## src/hdl/bwn_pkg.sv

```systemverilog
// ----------------------------------------------------------------------------
// bwn_pkg
// Shared types, sizes and helpers for the boundary winding number block.
// ----------------------------------------------------------------------------
package bwn_pkg;

  localparam int unsigned SampleW = 16;
  localparam int unsigned TolW    = 8;
  localparam int unsigned HalfW   = 14;
  localparam int unsigned WindW   = 14;
  localparam int unsigned ProdW   = 2 * SampleW;
  localparam int unsigned DeltaW  = 3;
  localparam int unsigned QDepth  = 4;
  localparam int unsigned QPtrW   = $clog2(QDepth);
  localparam int unsigned QCntW   = $clog2(QDepth + 1);

  typedef logic signed [SampleW-1:0] sample_t;
  typedef logic signed [HalfW-1:0]   half_t;
  typedef logic signed [DeltaW-1:0]  delta_t;
  typedef logic signed [ProdW-1:0]   prod_t;

  typedef struct packed {
    logic    en;
    logic    flip;
    logic    neg0;
    delta_t  axis_delta;
    sample_t cr;
    sample_t ci;
    sample_t nr;
    sample_t ni;
  } edge_t;

  typedef struct packed {
    edge_t ea;
    edge_t eb;
    logic  last;
  } entry_t;

  function automatic half_t sat_add(half_t h, delta_t d);
    logic signed [HalfW:0] s;
    s = {h[HalfW-1], h} + (HalfW+1)'(d);
    if (s > (HalfW+1)'($signed(2**(HalfW-1) - 1)))
      return half_t'(2**(HalfW-1) - 1);
    else if (s < -(HalfW+1)'($signed(2**(HalfW-1))))
      return {1'b1, {(HalfW-1){1'b0}}};
    else
      return s[HalfW-1:0];
  endfunction

endpackage

```

## src/hdl/bwn_front.sv

```systemverilog
// ----------------------------------------------------------------------------
// bwn_front
// Accepts samples, tracks first and previous points, classifies both edges.
// ----------------------------------------------------------------------------
module bwn_front (
  input  logic                     clk,
  input  logic                     rst_n,
  input  logic [bwn_pkg::TolW-1:0] tol,
  input  logic                     take,
  input  bwn_pkg::sample_t         sample_re,
  input  bwn_pkg::sample_t         sample_im,
  input  logic                     is_last,
  output bwn_pkg::entry_t          entry
);
  import bwn_pkg::*;

  sample_t first_re_r, first_im_r, first_re_nxt, first_im_nxt;
  sample_t prev_re_r, prev_im_r;
  logic    have_first_r, have_first_nxt;
  sample_t close_re, close_im;

  function automatic logic on_axis(sample_t v, logic [TolW-1:0] t);
    logic [SampleW:0] a;
    a = v[SampleW-1] ? -{v[SampleW-1], v} : {1'b0, v};
    return a < (SampleW+1)'(t);
  endfunction

  function automatic edge_t classify(sample_t cr, sample_t ci, sample_t nr,
                                     sample_t ni, logic en, logic [TolW-1:0] t);
    edge_t e;
    e.en   = en;
    e.neg0 = ci[SampleW-1];
    e.flip = ci[SampleW-1] ^ ni[SampleW-1];
    e.cr   = cr;
    e.ci   = ci;
    e.nr   = nr;
    e.ni   = ni;
    if (on_axis(ci, t) && cr[SampleW-1])
      e.axis_delta = ni[SampleW-1] ? delta_t'(1) : delta_t'(-1);
    else if (on_axis(ni, t) && nr[SampleW-1])
      e.axis_delta = ci[SampleW-1] ? delta_t'(-1) : delta_t'(1);
    else
      e.axis_delta = '0;
    return e;
  endfunction

  assign close_re = have_first_r ? first_re_r : sample_re;
  assign close_im = have_first_r ? first_im_r : sample_im;

  always_comb begin
    entry.ea   = classify(prev_re_r, prev_im_r, sample_re, sample_im, have_first_r, tol);
    entry.eb   = classify(sample_re, sample_im, close_re, close_im, is_last, tol);
    entry.last = is_last;
  end

  always_comb begin
    first_re_nxt   = close_re;
    first_im_nxt   = close_im;
    have_first_nxt = !is_last;
  end

  always_ff @(posedge clk) begin
    if (!rst_n) begin
      have_first_r <= 1'b0;
      first_re_r   <= '0;
      first_im_r   <= '0;
      prev_re_r    <= '0;
      prev_im_r    <= '0;
    end else if (take) begin
      have_first_r <= have_first_nxt;
      first_re_r   <= first_re_nxt;
      first_im_r   <= first_im_nxt;
      prev_re_r    <= sample_re;
      prev_im_r    <= sample_im;
    end
  end

endmodule

```

## src/hdl/bwn_queue.sv

```systemverilog
// ----------------------------------------------------------------------------
// bwn_queue
// Short FIFO of classified items between front and back.
// ----------------------------------------------------------------------------
module bwn_queue (
  input  logic            clk,
  input  logic            rst_n,
  input  logic            push,
  input  bwn_pkg::entry_t push_data,
  output logic            full,
  input  logic            pop,
  output logic            not_empty,
  output bwn_pkg::entry_t pop_data
);
  import bwn_pkg::*;

  entry_t            mem_r [QDepth];
  logic [QPtrW-1:0]  wr_ptr_r, rd_ptr_r;
  logic [QCntW-1:0]  count_r, count_nxt;

  assign full      = count_r == QCntW'(QDepth);
  assign not_empty = count_r != '0;
  assign pop_data  = mem_r[rd_ptr_r];

  always_comb begin
    count_nxt = count_r;
    if (push && !pop)
      count_nxt = count_r + 1'b1;
    else if (pop && !push)
      count_nxt = count_r - 1'b1;
  end

  always_ff @(posedge clk) begin
    if (push)
      mem_r[wr_ptr_r] <= push_data;
  end

  always_ff @(posedge clk) begin
    if (!rst_n) begin
      wr_ptr_r <= '0;
      rd_ptr_r <= '0;
      count_r  <= '0;
    end else begin
      if (push)
        wr_ptr_r <= wr_ptr_r + 1'b1;
      if (pop)
        rd_ptr_r <= rd_ptr_r + 1'b1;
      count_r <= count_nxt;
    end
  end

endmodule

```

## src/hdl/bwn_back.sv

```systemverilog
// ----------------------------------------------------------------------------
// bwn_back
// Forms crossing products, accumulates half counts, emits the rounded result.
// ----------------------------------------------------------------------------
module bwn_back (
  input  logic                      clk,
  input  logic                      rst_n,
  input  logic                      q_not_empty,
  input  bwn_pkg::entry_t           q_data,
  output logic                      q_pop,
  output logic                      out_valid,
  input  logic                      out_stall,
  output logic signed [bwn_pkg::WindW-1:0] out_winding
);
  import bwn_pkg::*;

  typedef struct packed {
    logic   en;
    logic   flip;
    logic   neg0;
    delta_t axis_delta;
    prod_t  a;
    prod_t  b;
  } prod_edge_t;

  prod_edge_t pa_r, pb_r;
  logic       s1_valid_r, s1_last_r;
  half_t      half_count_r, half_count_nxt;
  logic       out_valid_r;
  logic signed [WindW-1:0] winding_r, winding_nxt;
  logic       advance;
  delta_t     da, db;
  half_t      h1, h2;
  logic signed [HalfW:0] h15, mag;

  function automatic prod_edge_t mult(edge_t e);
    prod_edge_t p;
    p.en         = e.en;
    p.flip       = e.flip;
    p.neg0       = e.neg0;
    p.axis_delta = e.axis_delta;
    p.a          = e.ci * e.nr;
    p.b          = e.cr * e.ni;
    return p;
  endfunction

  function automatic delta_t edge_delta(prod_edge_t p);
    delta_t d;
    d = '0;
    if (p.en) begin
      if (p.flip) begin
        if (p.neg0 ? (p.a > p.b) : (p.a < p.b))
          d = p.neg0 ? delta_t'(-2) : delta_t'(2);
      end else begin
        d = p.axis_delta;
      end
    end
    return d;
  endfunction

  assign advance     = !out_valid_r || !out_stall;
  assign q_pop       = advance && q_not_empty;
  assign out_valid   = out_valid_r;
  assign out_winding = winding_r;

  always_comb begin
    da  = edge_delta(pa_r);
    db  = edge_delta(pb_r);
    h1  = sat_add(half_count_r, da);
    h2  = sat_add(h1, db);
    h15 = {h2[HalfW-1], h2};
    if (!h2[HalfW-1]) begin
      mag         = (h15 + 1'b1) >>> 1;
      winding_nxt = mag[WindW-1:0];
    end else begin
      mag         = (-h15 + 1'b1) >>> 1;
      winding_nxt = -mag[WindW-1:0];
    end
    half_count_nxt = s1_last_r ? '0 : h2;
  end

  always_ff @(posedge clk) begin
    if (advance) begin
      pa_r      <= mult(q_data.ea);
      pb_r      <= mult(q_data.eb);
      s1_last_r <= q_data.last;
      if (s1_valid_r && s1_last_r)
        winding_r <= winding_nxt;
    end
  end

  always_ff @(posedge clk) begin
    if (!rst_n) begin
      s1_valid_r   <= 1'b0;
      out_valid_r  <= 1'b0;
      half_count_r <= '0;
    end else if (advance) begin
      s1_valid_r  <= q_not_empty;
      out_valid_r <= s1_valid_r && s1_last_r;
      if (s1_valid_r)
        half_count_r <= half_count_nxt;
    end
  end

endmodule

```

## src/hdl/boundary_winding_number.sv

```systemverilog
// ----------------------------------------------------------------------------
// boundary_winding_number
// Winding number of a closed sampled path about the origin.
// ----------------------------------------------------------------------------
// Samples enter one per cycle in path order while in_stall is low; the item
// marked last closes the path back to the first sample and yields one signed
// winding result via the queue entry, product and output registers when the
// output is free. Each cycle the back end evaluates the incoming and closing
// edges with two multiplier pairs, so one item per clock is sustained while
// out_stall is low; a four-entry queue lets input flow on during a stall.
// ----------------------------------------------------------------------------
module boundary_winding_number (
  input  logic                              clk,
  input  logic                              rst_n,
  input  logic                              in_valid,
  output logic                              in_stall,
  input  bwn_pkg::sample_t                  in_sample_re,
  input  bwn_pkg::sample_t                  in_sample_im,
  input  logic                              in_is_last,
  output logic                              out_valid,
  input  logic                              out_stall,
  output logic signed [bwn_pkg::WindW-1:0]  out_winding,
  input  logic                              cfg_valid,
  output logic                              cfg_ready,
  input  logic [bwn_pkg::TolW-1:0]          cfg_axis_tolerance
);
  import bwn_pkg::*;

  logic [TolW-1:0] tol_r;
  logic            take, q_full, q_pop, q_not_empty;
  entry_t          f_entry, q_data;

  assign cfg_ready = 1'b1;
  assign in_stall  = q_full;
  assign take      = in_valid && !q_full;

  always_ff @(posedge clk) begin
    if (!rst_n)
      tol_r <= TolW'(1);
    else if (cfg_valid && cfg_ready)
      tol_r <= cfg_axis_tolerance;
  end

  bwn_front u_front (
    .clk       (clk),
    .rst_n     (rst_n),
    .tol       (tol_r),
    .take      (take),
    .sample_re (in_sample_re),
    .sample_im (in_sample_im),
    .is_last   (in_is_last),
    .entry     (f_entry)
  );

  bwn_queue u_queue (
    .clk       (clk),
    .rst_n     (rst_n),
    .push      (take),
    .push_data (f_entry),
    .full      (q_full),
    .pop       (q_pop),
    .not_empty (q_not_empty),
    .pop_data  (q_data)
  );

  bwn_back u_back (
    .clk         (clk),
    .rst_n       (rst_n),
    .q_not_empty (q_not_empty),
    .q_data      (q_data),
    .q_pop       (q_pop),
    .out_valid   (out_valid),
    .out_stall   (out_stall),
    .out_winding (out_winding)
  );

endmodule
```

## config.mk

```make
export PLATFORM = sky130hd
export DESIGN_NAME = boundary_winding_number
export DESIGN_NICKNAME = d
export VERILOG_FILES = /design/src/hdl/bwn_pkg.sv /design/src/hdl/bwn_front.sv /design/src/hdl/bwn_queue.sv /design/src/hdl/bwn_back.sv /design/src/hdl/boundary_winding_number.sv
export SDC_FILE = /design/constraint.sdc
export NUM_CORES = 2
export LEC_CHECK = 0
export BUFFER_PORTS_ARGS = -buffer_cell sky130_fd_sc_hd__buf_4
export CORE_MARGIN = 2
export CORE_UTILIZATION = 40
export CTS_CLUSTER_SIZE = 24
export DETAILED_ROUTE_END_ITERATION = 7
export PLACE_DENSITY_LB_ADDON = 0.15
export SLEW_MARGIN = 15
export SYNTH_ARGS = -nofsm -noshare
export SYNTH_HDL_FRONTEND = slang
export SYNTH_SLANG_ARGS = --single-unit
```

## constraint.sdc

```tcl
create_clock -name clk -period 9.8 [get_ports clk]
set_clock_uncertainty 0.1 [all_clocks]
set_input_delay 0.98 -clock clk [delete_from_list [all_inputs] [get_ports clk]]
set_output_delay 0.98 -clock clk [all_outputs]
set_load 0.01 [all_outputs]
```

==> reports/results.md <==
* vias in the first global route: 47,680
* clock insertion delay at the later pin of the skew report: 0.67 ns
* share of the clock period used by the worst path after layout: 0.9322
* count of flip-flops with a built-in enable after synthesis: 568
* top cells by area in the synthesized netlist: fa_1 31%, edfxtp_1 25%, ha_1 8.4%
* ys async rst share: 0
* number of antenna violations at the first check in global routing: 9
* die outline width: 414.7 um
* area fraction of the dominant cell type after synthesis: 0.3119
* wire length of the first global-routing pass: 290.1 mm
* kind of end point of the critical path: flip-flop
* largest area contributor in the netlist: fa_1
* ANT nets after route: 0
* Worst Reg-to-Reg Cells: 39
* number of vias after detailed routing: 45,200
* r2r setup slk: 0.66 ns
* critical setup path kind: reg2reg
* worst stage delay on the critical path: 0.48 ns
* Worst-path clk slew: 0.06 ns
* CTS tree: done
* total congestion overflow after global routing: 0
* slew margin rel.: 0.2359
* depth of the worst hold-timing path: 2
* status: complete, no violations
* synthesis-stage register bit count: 666
* final core area utilization: 0.4410
* drt via density: 5.131
* Total Die Area: 172,000 sq um
* final critical-path required period: 9.135 ns
* post-detail-place hpwl: 148.9 mm
* number of unique standard cell types used by synthesis: 84
* total detailed-routing wirelength: 187.3 mm
* Tightest Pin Transition: 1.139 ns
* Hold WC Path Type: reg2reg
* launch instance of the worst register-to-register path: u_back.pa_r[61]
* count of boundary I/O pins: 63
* worst endpoint data arrival time: 9.42 ns
* synthesized area per cell: 10.49 sq um
* Longest Clk Path Bufs: 3
* max frequency: 109.5 MHz
* final-layout setup total negative slack: 0 ns
* core area: 167,400 sq um
* fraction of final layout cells with drive strength greater than 1: 0.08208
* sequential fraction of the synthesis area: 0.2819
* iteration count of the initial detailed-routing pass: 6
* clk sink count: 666
* buffers added on ports: 61
* maximum number of pins on one net before global-route repair: 72
* 1st-iter DRT viols: 2,842
* starting density of the core: 0.4030
* cell repeated most along the worst path: a21oi_1
* Post-Syn Nets: 7,980
* maximum net fanout on the critical path: 5
* number of hold-slack violations in the final timing report: 0
* category of the worst setup path launch point: flip-flop
* CTS H-tree lvls: 3
* number of standard-cell rows in the floorplan: 150
* buffer cell driving the clock tree root: clkbuf_16
* Die H: 414.7 um
* Num CTS Buffers: 71
* post-synthesis instance area: 67,470 sq um
* Crit Reg-Reg Endpoint: u_back.out_winding[7]
* count of maximum capacitance violations: 0
* critical path data required time: 10.08 ns
* per-cell routed wire length: 21.26 um
* # setup viols final: 0
* Hold Worst Slack: 0.3533 ns
* Max stage delay cell, worst path: o41a_1
* setup repair after global routing missed its margin: no
* Post-Synthesis Cells: 6,431
* Area Growth Syn to Fin: 9.427%
* Max Slew Vio Count: 0
* Hold Path Origin: u_front.first_re_r[11]
* count of synthesis-stage warnings from yosys: 0
* total routing usage reported by global routing: 0.2215
* DRC: 0
* final net count: 8,094
* placer's final routability congestion estimate: 0.9009
* primary flip-flop cell chosen by synthesis mapping: edfxtp_1
* worst hold path endpoint: u_front.first_re_r[11]
layer usage:
layer	global-route usage	share of wire
met5	0.005279	0.00087
met4	0.06538	0.032
met3	0.02854	0.045
met2	0.3604	0.46
met1	0.3094	0.46
cells by family (layout without fill, tap and decap cells):
logic type               Yosys count  in the layout  synth area share
flip-flops                       666            666            0.2819
buffers and inverters           1424           1596           0.07932
multiplexers                     217            217           0.04175
adder cells (fa/ha/maj)         1508           1508            0.3964
XOR/XNOR                         218            218           0.02869
AND/OR/NAND/NOR                 1706           1706            0.1071
AO/OA/AOI/OAI                    691            691           0.06482
other                              1              2        0.00005558
synthesized netlist by cell type (89+ instances only):
master / n
edfxtp_1: 568
inv_1: 1196
nor2_1: 498
ha_1: 452
nand2_1: 860
o21ai_0: 113
dfxtp_1: 98
clkbuf_1: 182
mux2i_1: 89
fa_1: 1051
a21oi_1: 195
xnor2_1: 164
state kept, by name (all words and copies together) (netlist names), 2 cells and up, named ones only:
| register | flops |
|---|---|
| u_queue.count_r | 3 |
| u_back.out_winding | 14 |
| u_back.half_count_r | 14 |
| u_front.prev_re_r | 16 |
| u_front.first_im_r | 16 |
| u_queue.wr_ptr_r | 2 |
| u_back.pb_r | 68 |
| u_queue.mem_r | 416 |
| u_queue.rd_ptr_r | 2 |
| u_front.first_re_r | 16 |
| u_back.pa_r | 69 |
| u_front.prev_im_r | 16 |
| tol_r | 8 |
cell type report:
type | count | area (sq um)
clock inverter | 42 | 426.7
sequential | 666 | 19030
tap | 2204 | 2758
fill | 16060 | 93580
antenna | 1 | 2.502
clock buffer | 89 | 1886
timing repair buffer | 265 | 2052
inverter | 1200 | 4506
multi-input combinational | 4341 | 43170
through the flow:
stage,cell area (sq um),setup slack [ns],instances
2_1_floorplan,67470,0.2028,6431
3_3_place_gp,71490,0.6197,8676
3_5_place_dp,71490,0.5429,8676
4_1_cts,73800,0.4799,8807
5_1_grt,73820,0.04700,8807
6_report,73830,0.6645,8808
timing repair:
item	in CTS	in global routing
hold buffers	0	0
buffers inserted	0	0
gates resized for setup	0	8
setup endpoints to repair	0	9
placed cells by master (no fill, tap or decap), drive strengths merged, types with 25 or more instances in the layout:
cell and n:
ha 452, a21oi 195, a21o 66, mux4 43, nor3 44, fa 1051
nor2b 40, nand2b 51, inv 1199, nand2 860, and2 79, dfxtp 98
o21ai 176, clkbuf 89, mux2i 89, o21a 81, nand3 44, a211oi 30
xor2 52, clkinv 34, edfxtp 568, buf 265, nand4 25, mux2 85
xnor2 166, nor2 499
how the worst max path moves through the flow:
stage,from,to,slack [ns],cells past startpoint
2_1_floorplan,u_back.pa_r[57],u_back.out_winding[7],0.20,43
3_3_place_gp,u_back.pa_r[61],u_back.out_winding[7],0.62,40
3_5_place_dp,u_back.pa_r[61],u_back.out_winding[7],0.54,39
4_1_cts,u_back.pa_r[61],u_back.out_winding[7],0.48,40
5_1_grt,u_back.pa_r[61],u_back.out_winding[7],0.05,39
6_report,u_back.pa_r[61],u_back.out_winding[7],0.66,39
critical path: cells and delay by family (launching register included):
| family | cells | cell delay (ns) |
|---|---|---|
| buffers and inverters | 3 | 0.34 |
| DFF | 1 | 0.37 |
| xor gates and xnor gates | 2 | 0.35 |
| adders and majority gates | 4 | 1.04 |
| and+or+nand+nor | 9 | 2.13 |
| AOI/OAI and AO/OA | 20 | 4.18 |
| muxes | 1 | 0.36 |
Power is not shown: default switching activity piles up to over one toggle a cycle in this logic, so the estimate is an artifact.
